### src/rtl/bmprle_pkg.sv
`timescale 1ns / 1ps
`default_nettype none
// ----------------------------------------------------------------------------
// BMP RLE8 decoder package
// Parse phases, escape and register codes, and the result request record.
// ----------------------------------------------------------------------------
package bmprle_pkg;

  localparam int BYTE_W    = 8;
  localparam int LEN_W     = 8;
  localparam int ADDR_W    = 26;
  localparam int CFG_W     = 14;
  localparam int CFG_IDX_W = 1;

  localparam logic [CFG_IDX_W-1:0] REG_IMAGE_WIDTH  = 1'b0;
  localparam logic [CFG_IDX_W-1:0] REG_IMAGE_HEIGHT = 1'b1;

  localparam logic [BYTE_W-1:0] ESC_END_OF_LINE  = 8'd0;
  localparam logic [BYTE_W-1:0] ESC_END_OF_IMAGE = 8'd1;
  localparam logic [BYTE_W-1:0] ESC_DELTA        = 8'd2;

  localparam logic KIND_RUN    = 1'b0;
  localparam logic KIND_MARKER = 1'b1;

  // result queue
  localparam int RQ_DEPTH = 4;
  localparam int RQ_PTR_W = 2;
  localparam int RQ_CNT_W = 3;

  typedef enum logic [2:0] {
    PH_FIRST  = 3'd0,
    PH_VALUE  = 3'd1,
    PH_ESCAPE = 3'd2,
    PH_ABS    = 3'd3,
    PH_PAD    = 3'd4,
    PH_RIGHT  = 3'd5,
    PH_UP     = 3'd6
  } phase_e;

  typedef struct packed {
    logic              kind;
    logic [ADDR_W-1:0] addr;
    logic [LEN_W-1:0]  len;
    logic [BYTE_W-1:0] pix;
    logic              last;
  } res_t;

endpackage
`default_nettype wire

### src/rtl/bmp_rle8_decoder.sv
`timescale 1ns / 1ps
`default_nettype none
// ----------------------------------------------------------------------------
// BMP RLE8 decoder
// Turns an RLE8 byte stream into frame-buffer write run requests.
// ----------------------------------------------------------------------------
// One compressed byte is taken per cycle while the input is not stalled. A
// byte is held in the input register and parsed against the decoder state in
// a single pass; its run request and any end-of-image request enter a
// four-entry result queue and leave one per cycle while out_stall_i is low.
// Input stalls while the queue holds more than two requests. The column within
// the line is tracked alongside the linear cursor, so line ends and deltas
// need no division; after any write to image_width or image_height the input
// stalls while a serial remainder unit rebuilds the column from the cursor.
module bmp_rle8_decoder #(
  parameter int MAX_SIDE = 8192
) (
  input  wire logic                              clk_i,
  input  wire logic                              rst_ni,
  input  wire logic                              cfg_we_i,
  input  wire logic [bmprle_pkg::CFG_IDX_W-1:0]  cfg_idx_i,
  input  wire logic [bmprle_pkg::CFG_W-1:0]      cfg_wdata_i,
  input  wire logic                              in_valid_i,
  output logic                                   in_stall_o,
  input  wire logic [bmprle_pkg::BYTE_W-1:0]     data_byte_i,
  input  wire logic                              start_of_image_i,
  input  wire logic                              end_of_stream_i,
  output logic                                   out_valid_o,
  input  wire logic                              out_stall_i,
  output logic                                   out_kind_o,
  output logic [bmprle_pkg::ADDR_W-1:0]          write_address_o,
  output logic [bmprle_pkg::LEN_W-1:0]           run_length_o,
  output logic [bmprle_pkg::BYTE_W-1:0]          pixel_index_o,
  output logic                                   last_o
);

  localparam int SIDE_W     = $clog2(MAX_SIDE + 1);
  localparam int CUR_W      = 2 * SIDE_W;
  localparam int TGT_W      = CUR_W + 9;
  localparam int PROD_W     = SIDE_W + 8;
  localparam int RED_W      = ((SIDE_W > 8) ? SIDE_W : 8) + 1;
  localparam int CMP_W      = RED_W + 8;
  localparam int DIV_CNT_W  = $clog2(CUR_W + 1);
  localparam int DIV_IDX_W  = $clog2(CUR_W);
  localparam int RESET_SIDE = (1024 > MAX_SIDE) ? MAX_SIDE : 1024;

  function automatic logic [SIDE_W-1:0] clamp_side(input logic [bmprle_pkg::CFG_W-1:0] v);
    if (v == '0) begin
      return SIDE_W'(1);
    end else if (32'(v) > 32'(MAX_SIDE)) begin
      return SIDE_W'(MAX_SIDE);
    end else begin
      return SIDE_W'(v);
    end
  endfunction

  // configuration
  logic [SIDE_W-1:0]    width_q, height_q;
  logic [CUR_W-1:0]     total_q;
  logic [DIV_CNT_W-1:0] div_cnt_q;
  logic                 busy;

  // input register
  logic                            in_vld_q;
  logic [bmprle_pkg::BYTE_W-1:0]   in_byte_q;
  logic                            in_sof_q, in_eos_q;
  logic                            proc;

  // decoder state
  bmprle_pkg::phase_e              phase_q, phase_n;
  logic [bmprle_pkg::BYTE_W-1:0]   held_q, held_n;
  logic [bmprle_pkg::BYTE_W-1:0]   abs_q, abs_n;
  logic                            pad_q, pad_n;
  logic [bmprle_pkg::BYTE_W-1:0]   dr_q, dr_n;
  logic [CUR_W-1:0]                cur_q, cur_n;
  logic [SIDE_W-1:0]               col_q, col_n;
  logic                            done_q, done_n;

  // result queue
  bmprle_pkg::res_t                rq_q [bmprle_pkg::RQ_DEPTH];
  logic [bmprle_pkg::RQ_PTR_W-1:0] wr_ptr_q, rd_ptr_q;
  logic [bmprle_pkg::RQ_CNT_W-1:0] cnt_q;
  logic [bmprle_pkg::RQ_CNT_W-1:0] npush;
  logic                            pop;
  logic                            run_v, mark_v;
  bmprle_pkg::res_t                run_r, mark_r, slot0;

  logic [SIDE_W-1:0] red_col;
  logic [SIDE_W:0]   div_r;
  logic [DIV_IDX_W-1:0] div_idx;

  assign busy       = (div_cnt_q != '0);
  assign proc       = in_vld_q && !busy && (cnt_q <= bmprle_pkg::RQ_CNT_W'(bmprle_pkg::RQ_DEPTH - 2));
  assign in_stall_o = in_vld_q && !proc;

  // column after adding a run length or delta, reduced modulo the line width
  always_comb begin
    logic [RED_W-1:0]  r;
    logic [CMP_W-1:0]  m;
    logic [bmprle_pkg::BYTE_W-1:0] addend;
    unique case (phase_q)
      bmprle_pkg::PH_VALUE: addend = held_q;
      bmprle_pkg::PH_UP:    addend = dr_q;
      default:              addend = 8'd1;
    endcase
    r = RED_W'(col_q) + RED_W'(addend);
    for (int k = 7; k >= 0; k--) begin
      m = CMP_W'(width_q) << k;
      if (CMP_W'(r) >= m) begin
        r = r - RED_W'(m);
      end
    end
    red_col = SIDE_W'(r);
  end

  // serial remainder step: cursor mod width
  always_comb begin
    div_idx = DIV_IDX_W'(div_cnt_q - DIV_CNT_W'(1));
    div_r   = {col_q, cur_q[div_idx]};
    if (div_r >= {1'b0, width_q}) begin
      div_r = div_r - {1'b0, width_q};
    end
  end

  // byte parse
  always_comb begin
    bmprle_pkg::phase_e            ph_e;
    logic [bmprle_pkg::BYTE_W-1:0] held_e, abs_e, dr_e, b;
    logic                          pad_e, done_e, in_range, clip;
    logic [CUR_W-1:0]              cur_e;
    logic [SIDE_W-1:0]             col_e;
    logic [TGT_W-1:0]              sum_held, tgt_eol, tgt_up;
    logic [PROD_W-1:0]             prod;
    logic [bmprle_pkg::LEN_W-1:0]  len;

    b      = in_byte_q;
    ph_e   = in_sof_q ? bmprle_pkg::PH_FIRST : phase_q;
    held_e = in_sof_q ? '0 : held_q;
    abs_e  = in_sof_q ? '0 : abs_q;
    pad_e  = in_sof_q ? 1'b0 : pad_q;
    dr_e   = in_sof_q ? '0 : dr_q;
    cur_e  = in_sof_q ? '0 : cur_q;
    col_e  = in_sof_q ? '0 : col_q;
    done_e = in_sof_q ? 1'b0 : done_q;

    in_range = (cur_e < total_q);
    sum_held = TGT_W'(cur_e) + TGT_W'(held_e);
    clip     = (sum_held >= TGT_W'(total_q));
    tgt_eol  = TGT_W'(cur_e) - TGT_W'(col_e) + TGT_W'(width_q);
    prod     = PROD_W'(b) * PROD_W'(width_q);
    tgt_up   = TGT_W'(cur_e) + TGT_W'(prod) + TGT_W'(dr_e);
    len      = clip ? bmprle_pkg::LEN_W'(total_q - cur_e) : held_e;

    phase_n = ph_e;
    held_n  = held_e;
    abs_n   = abs_e;
    pad_n   = pad_e;
    dr_n    = dr_e;
    cur_n   = cur_e;
    col_n   = col_e;
    done_n  = done_e;

    run_v = 1'b0;
    run_r = '{kind: bmprle_pkg::KIND_RUN, addr: bmprle_pkg::ADDR_W'(cur_e),
              len: '0, pix: b, last: 1'b0};
    mark_v = 1'b0;
    mark_r = '{kind: bmprle_pkg::KIND_MARKER, addr: '0, len: '0, pix: '0, last: 1'b1};

    if (!done_e) begin
      unique case (ph_e)
        bmprle_pkg::PH_VALUE: begin
          if (in_range && len != '0) begin
            run_v     = 1'b1;
            run_r.len = len;
            cur_n     = clip ? total_q : CUR_W'(sum_held);
            col_n     = clip ? '0 : red_col;
          end
          phase_n = bmprle_pkg::PH_FIRST;
        end
        bmprle_pkg::PH_ESCAPE: begin
          if (b == bmprle_pkg::ESC_END_OF_LINE) begin
            // a cursor already on a line start (other than 0) stays put
            if (in_range && !(col_e == '0 && cur_e != '0)) begin
              cur_n = (tgt_eol >= TGT_W'(total_q)) ? total_q : CUR_W'(tgt_eol);
              col_n = '0;
            end
            phase_n = bmprle_pkg::PH_FIRST;
          end else if (b == bmprle_pkg::ESC_END_OF_IMAGE) begin
            mark_v  = 1'b1;
            done_n  = 1'b1;
            phase_n = bmprle_pkg::PH_FIRST;
          end else if (b == bmprle_pkg::ESC_DELTA) begin
            phase_n = bmprle_pkg::PH_RIGHT;
          end else begin
            abs_n   = b;
            pad_n   = b[0];
            phase_n = bmprle_pkg::PH_ABS;
          end
        end
        bmprle_pkg::PH_ABS: begin
          if (in_range) begin
            run_v     = 1'b1;
            run_r.len = bmprle_pkg::LEN_W'(1);
            cur_n     = cur_e + CUR_W'(1);
            col_n     = red_col;
          end
          abs_n = abs_e - 8'd1;
          if (abs_n == '0) begin
            phase_n = pad_e ? bmprle_pkg::PH_PAD : bmprle_pkg::PH_FIRST;
          end
        end
        bmprle_pkg::PH_PAD: begin
          pad_n   = 1'b0;
          phase_n = bmprle_pkg::PH_FIRST;
        end
        bmprle_pkg::PH_RIGHT: begin
          dr_n    = b;
          phase_n = bmprle_pkg::PH_UP;
        end
        bmprle_pkg::PH_UP: begin
          if (in_range) begin
            if (tgt_up >= TGT_W'(total_q)) begin
              cur_n = total_q;
              col_n = '0;
            end else begin
              cur_n = CUR_W'(tgt_up);
              col_n = red_col;
            end
          end
          phase_n = bmprle_pkg::PH_FIRST;
        end
        default: begin
          if (b == '0) begin
            phase_n = bmprle_pkg::PH_ESCAPE;
          end else begin
            held_n  = b;
            phase_n = bmprle_pkg::PH_VALUE;
          end
        end
      endcase
    end

    if (in_eos_q && !done_n) begin
      mark_v = 1'b1;
      done_n = 1'b1;
    end
  end

  assign slot0 = run_v ? run_r : mark_r;
  assign npush = proc ? (bmprle_pkg::RQ_CNT_W'(run_v) + bmprle_pkg::RQ_CNT_W'(mark_v)) : '0;
  assign pop   = out_valid_o && !out_stall_i;

  always_ff @(posedge clk_i or negedge rst_ni) begin
    if (!rst_ni) begin
      width_q   <= SIDE_W'(RESET_SIDE);
      height_q  <= SIDE_W'(RESET_SIDE);
      total_q   <= CUR_W'(RESET_SIDE * RESET_SIDE);
      div_cnt_q <= '0;
      in_vld_q  <= 1'b0;
      phase_q   <= bmprle_pkg::PH_FIRST;
      held_q    <= '0;
      abs_q     <= '0;
      pad_q     <= 1'b0;
      dr_q      <= '0;
      cur_q     <= '0;
      col_q     <= '0;
      done_q    <= 1'b0;
      wr_ptr_q  <= '0;
      rd_ptr_q  <= '0;
      cnt_q     <= '0;
    end else begin
      total_q <= {{SIDE_W{1'b0}}, width_q} * {{SIDE_W{1'b0}}, height_q};

      if (cfg_we_i) begin
        if (cfg_idx_i == bmprle_pkg::REG_IMAGE_WIDTH) begin
          width_q <= clamp_side(cfg_wdata_i);
        end else begin
          height_q <= clamp_side(cfg_wdata_i);
        end
        div_cnt_q <= DIV_CNT_W'(CUR_W);
        col_q     <= '0;
      end else if (busy) begin
        div_cnt_q <= div_cnt_q - DIV_CNT_W'(1);
        col_q     <= SIDE_W'(div_r);
      end else if (proc) begin
        col_q <= col_n;
      end

      if (in_valid_i && !in_stall_o) begin
        in_vld_q <= 1'b1;
      end else if (proc) begin
        in_vld_q <= 1'b0;
      end

      if (proc) begin
        phase_q <= phase_n;
        held_q  <= held_n;
        abs_q   <= abs_n;
        pad_q   <= pad_n;
        dr_q    <= dr_n;
        cur_q   <= cur_n;
        done_q  <= done_n;
      end

      wr_ptr_q <= wr_ptr_q + bmprle_pkg::RQ_PTR_W'(npush);
      rd_ptr_q <= rd_ptr_q + bmprle_pkg::RQ_PTR_W'(pop);
      cnt_q    <= cnt_q + npush - bmprle_pkg::RQ_CNT_W'(pop);
    end
  end

  always_ff @(posedge clk_i) begin
    if (in_valid_i && !in_stall_o) begin
      in_byte_q <= data_byte_i;
      in_sof_q  <= start_of_image_i;
      in_eos_q  <= end_of_stream_i;
    end
    if (npush != '0) begin
      rq_q[wr_ptr_q] <= slot0;
    end
    if (npush == bmprle_pkg::RQ_CNT_W'(2)) begin
      rq_q[wr_ptr_q + bmprle_pkg::RQ_PTR_W'(1)] <= mark_r;
    end
  end

  assign out_valid_o     = (cnt_q != '0);
  assign out_kind_o      = rq_q[rd_ptr_q].kind;
  assign write_address_o = rq_q[rd_ptr_q].addr;
  assign run_length_o    = rq_q[rd_ptr_q].len;
  assign pixel_index_o   = rq_q[rd_ptr_q].pix;
  assign last_o          = rq_q[rd_ptr_q].last;

  // queue never overfills
  a_rq_bound: assert property (@(posedge clk_i) disable iff (!rst_ni)
    cnt_q <= bmprle_pkg::RQ_CNT_W'(bmprle_pkg::RQ_DEPTH))
    else $error("result queue overflow");

  // tracked column stays inside the line while the cursor is in the image
  a_col_range: assert property (@(posedge clk_i) disable iff (!rst_ni)
    (!busy && cur_q < total_q) |-> (col_q < width_q))
    else $error("column out of line");

  // cursor only moves forward within an image
  a_cur_fwd: assert property (@(posedge clk_i) disable iff (!rst_ni)
    (proc && !in_sof_q) |=> (cur_q >= $past(cur_q)))
    else $error("cursor moved backwards");

endmodule
`default_nettype wire

### config.mk
export PLATFORM = sky130hd
export DESIGN_NAME = bmp_rle8_decoder
export DESIGN_NICKNAME = d
export VERILOG_FILES = /design/src/rtl/bmprle_pkg.sv /design/src/rtl/bmp_rle8_decoder.sv
export SDC_FILE = /design/constraint.sdc
export NUM_CORES = 2
export LEC_CHECK = 0
export ABC_AREA = 1
export ABC_CLOCK_PERIOD_IN_PS = 16700
export BUFFER_PORTS_ARGS = -buffer_cell sky130_fd_sc_hd__clkbuf_2
export CORE_ASPECT_RATIO = 0.7
export CORE_MARGIN = 10
export CORE_UTILIZATION = 48
export CTS_CLUSTER_DIAMETER = 100
export DETAILED_ROUTE_END_ITERATION = 12
export PLACE_DENSITY = 0.67
export SLEW_MARGIN = 5
export SYNTH_ARGS = -nofsm -noshare
export SYNTH_HDL_FRONTEND = slang
export SYNTH_SLANG_ARGS = --single-unit
### constraint.sdc
create_clock -name clk_i -period 16.7 [get_ports clk_i]
set_clock_uncertainty 0.1 [all_clocks]
set_input_delay 5.01 -clock clk_i [delete_from_list [all_inputs] [get_ports clk_i]]
set_output_delay 5.01 -clock clk_i [all_outputs]
set_load 0.02 [all_outputs]
-- After elaboration in Yosys (flattened, before gate mapping)
Memory sizes are Yosys's and may differ from the RTL's.
Cells that the tools add are included.
- magnitude comparators: 16
- add/subtract/negate cells: 25
- reduce and logical (&&, ||, !) cells: 31
- eq/ne operators: 11
- multipliers: 2
- bitwise gates (word level): 1
- multiplexer cells: 93
- operator list (operator ; number):
    $mux W28 ; 10
    $mux W14 ; 16
    $mux W8 ; 15
    $pmux W28 S4 ; 1
    $mux W15 ; 7
    $sub A15 B15 Y15 ; 7
    $pmux W14 S4 ; 1
    $pmux W8 S2 ; 3
    $mux W44 ; 1
    $ge A37 B28 Y1 ; 1
    $add A29 B15 Y30 ; 1
    $add A29 B8 Y30 ; 1
    $ge A15 B14 Y1 ; 2
    $ge A30 B28 Y1 ; 1
    $add A28 B22 Y29 ; 1
    $add A28 B8 Y29 ; 1
    $ge A29 B28 Y1 ; 1
    $sub A28 B14 Y29 ; 1
    $add A28 B1 Y28 const B ; 1
    $logic_not A14 Y1 ; 2
    $lt A28 B28 Y1 ; 1
    $mul A14 B14 Y28 ; 1
    $reduce_bool A28 Y1 ; 1
    $sub A14 B14 Y14 ; 2
    45 further kinds ; 100
- bits in registers: 150
- bits of input ports: 30
- memory bits (writable): 176
- memories kept: 1
- logic and storage cells: 199
- output and inout port bits: 46
- memory list (memory ; depth ; bits a word ; rd ports ; clocked after memory_dff ; write ports ; RTL line ; source):
    rq_q ; 4 ; 44 ; 1 ; 0 ; 2 ; bmp_rle8_decoder.sv:80 ; bmprle_pkg::res_t rq_q [bmprle_pkg::RQ_DEPTH];

-- Logic depth before layout (Yosys ltp)
- depth after elaboration: 26
- depth in mapped cells: 124

-- Worst setup path after synthesis
No wires, ideal clock.
- kind: reg-to-reg
- start point: register phase_q[2]
- end point: register col_q[10]
- cell stages (with the launch flop): 111
- arrival time: 15.571 ns
- path slack: 0.912 ns
- period minus slack after synthesis: 15.788 ns
- cell sequence: dfrtp_1 nor3_1 clkinv_1 o22ai_1 inv_1 ha_1 fa_1 nand3_1 nand3_1 nand2_1 nand2_1 xor2_1 inv_1 fa_1 o211ai_1 a21oi_2 nand2_1 nand2_1 [... 75 more ...] nand2_1 o21ai_0 a21oi_1 o21bai_1 nand4_1 o2111ai_1 nand2_1 nand4_1 inv_1 nand2_1 buf_2 nand2_1 nand3_1 nand2_1 nand2_1 nand2_1 nand2_1 nand2_1
- word-level cells in the longest chain between the ends: 26
- elaborated cells on any way between the ends: 43
- ends and longest elaborated chain (element ; RTL line ; source):
    start: declaration ; bmp_rle8_decoder.sv:70 ; bmprle_pkg::phase_e phase_q, phase_n;
    start signal: assignment ; bmp_rle8_decoder.sv:260 ; phase_q <= bmprle_pkg::PH_FIRST;
    start signal: assignment ; bmp_rle8_decoder.sv:296 ; phase_q <= phase_n;
    $eq A3 B3 Y1 / $eq A3 B1 Y1 (equally long branches) ; bmp_rle8_decoder.sv:101 ; unique case (phase_q)
    $pmux W8 S2 ; bmp_rle8_decoder.sv:101 ;
    $add A14 B8 Y15 ; bmp_rle8_decoder.sv:106 ; r = RED_W'(col_q) + RED_W'(addend);
    $ge A15 B21 Y1 / $sub A15 B15 Y15 (equally long branches) ; bmp_rle8_decoder.sv:109, bmp_rle8_decoder.sv:110 ;
    $mux W15 ; bmp_rle8_decoder.sv:109 ; if (CMP_W'(r) >= m) begin
    $ge A15 B20 Y1 / $sub A15 B15 Y15 (equally long branches) ; bmp_rle8_decoder.sv:109, bmp_rle8_decoder.sv:110 ;
    $mux W15 ; bmp_rle8_decoder.sv:109 ;
    $ge A15 B19 Y1 / $sub A15 B15 Y15 (equally long branches) ; bmp_rle8_decoder.sv:109, bmp_rle8_decoder.sv:110 ;
    [... 10 more ...] ; -- ;
    $mux W14 ; bmp_rle8_decoder.sv:109 ;
    $mux W14, on equally long branches ; bmp_rle8_decoder.sv:222, bmp_rle8_decoder.sv:176 ;
    $mux W14, on equally long branches ; bmp_rle8_decoder.sv:221, bmp_rle8_decoder.sv:172 ;
    $pmux W14 S4 * ; bmp_rle8_decoder.sv:170 ; unique case (ph_e)
    $mux W14 * ; bmp_rle8_decoder.sv:169 ; if (!done_e) begin
    $mux W14 * ; bmp_rle8_decoder.sv:285 ; end else if (proc) begin
    $mux W14 * ; bmp_rle8_decoder.sv:282 ; end else if (busy) begin
    $mux W14 * ; bmp_rle8_decoder.sv:274 ; if (cfg_we_i) begin
    end signal: assignment ; bmp_rle8_decoder.sv:284 ; col_q <= SIDE_W'(div_r);
    end signal: assignment ; bmp_rle8_decoder.sv:286 ; col_q <= col_n;
    end: declaration ; bmp_rle8_decoder.sv:76 ; logic [SIDE_W-1:0] col_q, col_n;
Mark *: on every way between the ends. The rest lies on a longest branch, timed or not. The select of a mux whose other input is x is not followed.
A chain may end at the register's enable or synchronous reset.

-- Worst setup path after layout
- start point: register phase_q[0]
- end point: register col_q[2]
Same word-level chain as after synthesis.

==> reports/results.ini <==
[outcome]
status = completed

[detailed_routing]
first_iter_violations = 5645
firstDrtPassIters = 7
drt_wl_total_mm = 163
ant_nets = 0
wire_per_inst_um = 22.4
vias = 43200
remaining_drc_errors = 0
vias_per_cell = 5.94

[floorplanning]
start_util = 0.487
core_area_mm2 = 0.0847
ioPinCount = 76
dieWidth_um = 370
die_h_um = 265
dieArea_mm2 = 0.0983
rows = 89

[clocking]
cts_made_buffers = 39
cts.sinks = 322
tritoncts = built
cts_root_buf = clkbuf_16
insertion_delay_ns = 0.63
cts.htree.levels = 2
clockBufferDepth = 3
clk_pin_slew_worst_paths_ns = 0.06

[synthesis]
ys.flop_type = dfxtp_1
synthesis.nets = 6817
synth-seq-cells = 322
synth.avg_cell_area_um2 = 6.77
synth_area_leaders = ha_1 (13%), nand2_1 (13%), fa_1 (12%), dfxtp_1 (8.3%), dfrtp_1 (8.3%)
yosysWarnings = 0
syn_inst = 6094
synthArstFlopShare = 0.435
yosysTopAreaCell = ha_1
synth_top_area_frac = 0.133
netlist_area_mm2 = 0.0413
synth_edf_count = 10
synth.distinct_cells = 62
ys_seq_area_frac = 0.176

[min_path]
whs_path_depth = 1
hp-start = cnt_q[2]
hold_path_class = reg -> reg
worstHoldEndpoint = cnt_q[2]

[job]
drv_cap = 0

[timing]
hold_violations = 0
worst_slew_pin_slew_ns = 1.34
finalMaxSlewViolations = 0
timing.final.crit_share = 0.950
setup_viol = 0
fin_crit_ns = 15.87
max_freq_mhz = 63.0
slew_headroom = 0.101

[placed_design]
gp_congestion = 1.11
io_buffers = 75
place_hpwl_mm = 125
post_dp_cell_area_mm2 = 0.0431

[global_routing]
track_usage = 0.318
grt_pass1_wl_mm = 244
grt_max_degree = 87
grt_pass1_vias = 39500
grt_overflow_total = 0
antenna_found_initial = 2

[setup_path]
crit_fanout = 8
worstReg2RegEnd = col_q[2]
r2r_start = phase_q[0]
cp.required_ns = 17.10
crit_path_start_kind = register
reg2reg_depth = 111
critical_path.slowest_cell = fa_1
cp_common_cell = nand2_1
arrival_ns = 16.27
worst_setup_path_end_kind = register
rrSetupSlack_ns = 0.83
critPathKind = reg -> reg
max_stage_delay_ns = 0.45

[final_layout]
syn_to_final_growth_pct = 9.04
n_fill_cell = 8464
nNetsFinal = 6823
drive_gt1_frac = 0.0690
final_area_mm2 = 0.0450

## cell families after synthesis
group	count (synthesis)	share of synthesized area
AO/OA/AOI/OAI	1288	0.168
adder cells (fa/ha/maj)	693	0.256
XOR/XNOR	224	0.0475
flip-flops	322	0.176
AND/OR/NAND/NOR	2435	0.248
buffers and inverters	1132	0.105
## routing by layer
metal	part of all wire	GRT usage	vias to the layer above
met5	0.0022	0.0256	-
met4	0.030	0.0826	8
met3	0.15	0.130	346
met2	0.36	0.405	2620
met1	0.45	0.478	20200
li1	-	-	20000
## synth_stat cells, types with 6 or more instances
cell type,count
xnor2_1,61
nor2_1,394
o31ai_1,16
o211ai_1,34
and2_1,6
nor3_1,44
buf_2,14
nand3_1,387
a211oi_1,21
inv_1,855
a22oi_1,8
nor2_2,9
clkinv_1,9
a32oi_1,8
o22ai_1,59
nor4_1,30
a21oi_1,586
a31oi_1,19
nor2_4,7
a21o_1,12
o2111ai_1,6
dfrtp_1,137
or2_2,17
clkbuf_1,217
nand2_1,1431
xor2_1,163
nand3b_1,11
nand4_1,78
buf_1,20
fa_1,253
o21a_1,6
ha_1,440
dfxtp_1,172
nand2_2,7
edfxtp_1,10
o21bai_1,12
inv_2,7
o21ai_0,476
## worst max path at each step
stage	from	endpoint	slack [ns]	cells after the start
after floorplan	phase_q[2]	col_q[10]	0.91	110
after global placement	phase_q[2]	col_q[10]	-0.16	107
after detailed placement	phase_q[2]	col_q[6]	-0.45	101
after CTS	phase_q[2]	col_q[2]	0.02	105
after global routing	phase_q[0]	col_q[10]	-0.23	108
final	phase_q[0]	col_q[2]	0.83	111
## through the flow
stage	setup TNS, ns	cells	hold WS, ns	utilization	setup slack (ns)
6_report	0	7266	0.385	0.531	0.832
5_1_grt	-2.64	7265	0.407	0.531	-0.231
4_1_cts	0	7250	0.389	0.525	0.0189
3_5_place_dp	-5.86	7181	0.374	0.509	-0.449
2_1_floorplan	0	6094	0.342	-	0.912
3_3_place_gp	-1.73	7181	0.357	0.509	-0.155
## critical path, delay by kind of cell (launching register included)
kind / cells / cell delay [ns]
fa+ha+maj: 9 / 3.12
compound gates: 15 / 2.43
flops: 1 / 0.40
simple gates: 64 / 6.90
buf+inv: 23 / 2.76
## placed cells by master (no fill, tap or decap), types with 13 or more instances in the layout
cell / netlist / final
or2_2: 17 / 17
o22ai_1: 59 / 51
xor2_1: 163 / 162
o31ai_1: 16 / 16
nand2_1: 1431 / 1425
nor3_1: 44 / 39
nand3_1: 387 / 384
a21oi_1: 586 / 579
inv_2: 7 / 13
fa_1: 253 / 251
dfxtp_1: 172 / 172
nor2_2: 9 / 15
clkbuf_2: 0 / 74
a31oi_1: 19 / 19
nand4_1: 78 / 78
dfrtp_1: 137 / 134
xnor2_1: 61 / 61
nor2_1: 394 / 385
ha_1: 440 / 426
o21ai_1: 4 / 15
inv_1: 855 / 846
buf_4: 5 / 146
o211ai_1: 34 / 34
clkbuf_16: 0 / 43
o21ai_0: 476 / 463
nor4_1: 30 / 24
a211oi_1: 21 / 21
## flip-flops by register name (all words and copies together) (netlist names), 2 cells and up
register and count:
in_byte_q 8, rq_q 172, col_q 14, height_q 14, abs_q 8, phase_q 3
cur_q 28, held_q 8, rd_ptr_q 2, total_q 28, cnt_q 3, wr_ptr_q 2
div_cnt_q 5, width_q 14, dr_q 8
## what timing repair did
| item | 4_1_cts | 5_1_grt |
|---|---|---|
| pin swaps | 1 | 14 |
| endpoints found under the setup margin | 14 | 14 |
| hold endpoints to repair | 0 | 0 |
| hold buffers | 0 | 0 |
| resized for setup | 20 | 85 |
| setup buffers | 0 | 15 |
## area by class of cell
cell class / instances / area [um^2] / area share
tap: 1137 / 1420 / 0.0316
sequential: 322 / 7250 / 0.161
inverter: 872 / 3290 / 0.0730
timing repair buffer: 225 / 1530 / 0.0339
clock inverter: 13 / 143 / 0.00317
clock buffer: 56 / 1190 / 0.0266
multi-input combinational: 4640 / 30200 / 0.670
antenna: 1 / 2.50 / 0.0000556
Power is not shown: default switching activity piles up to over one toggle a cycle in this logic, so the estimate is an artifact.
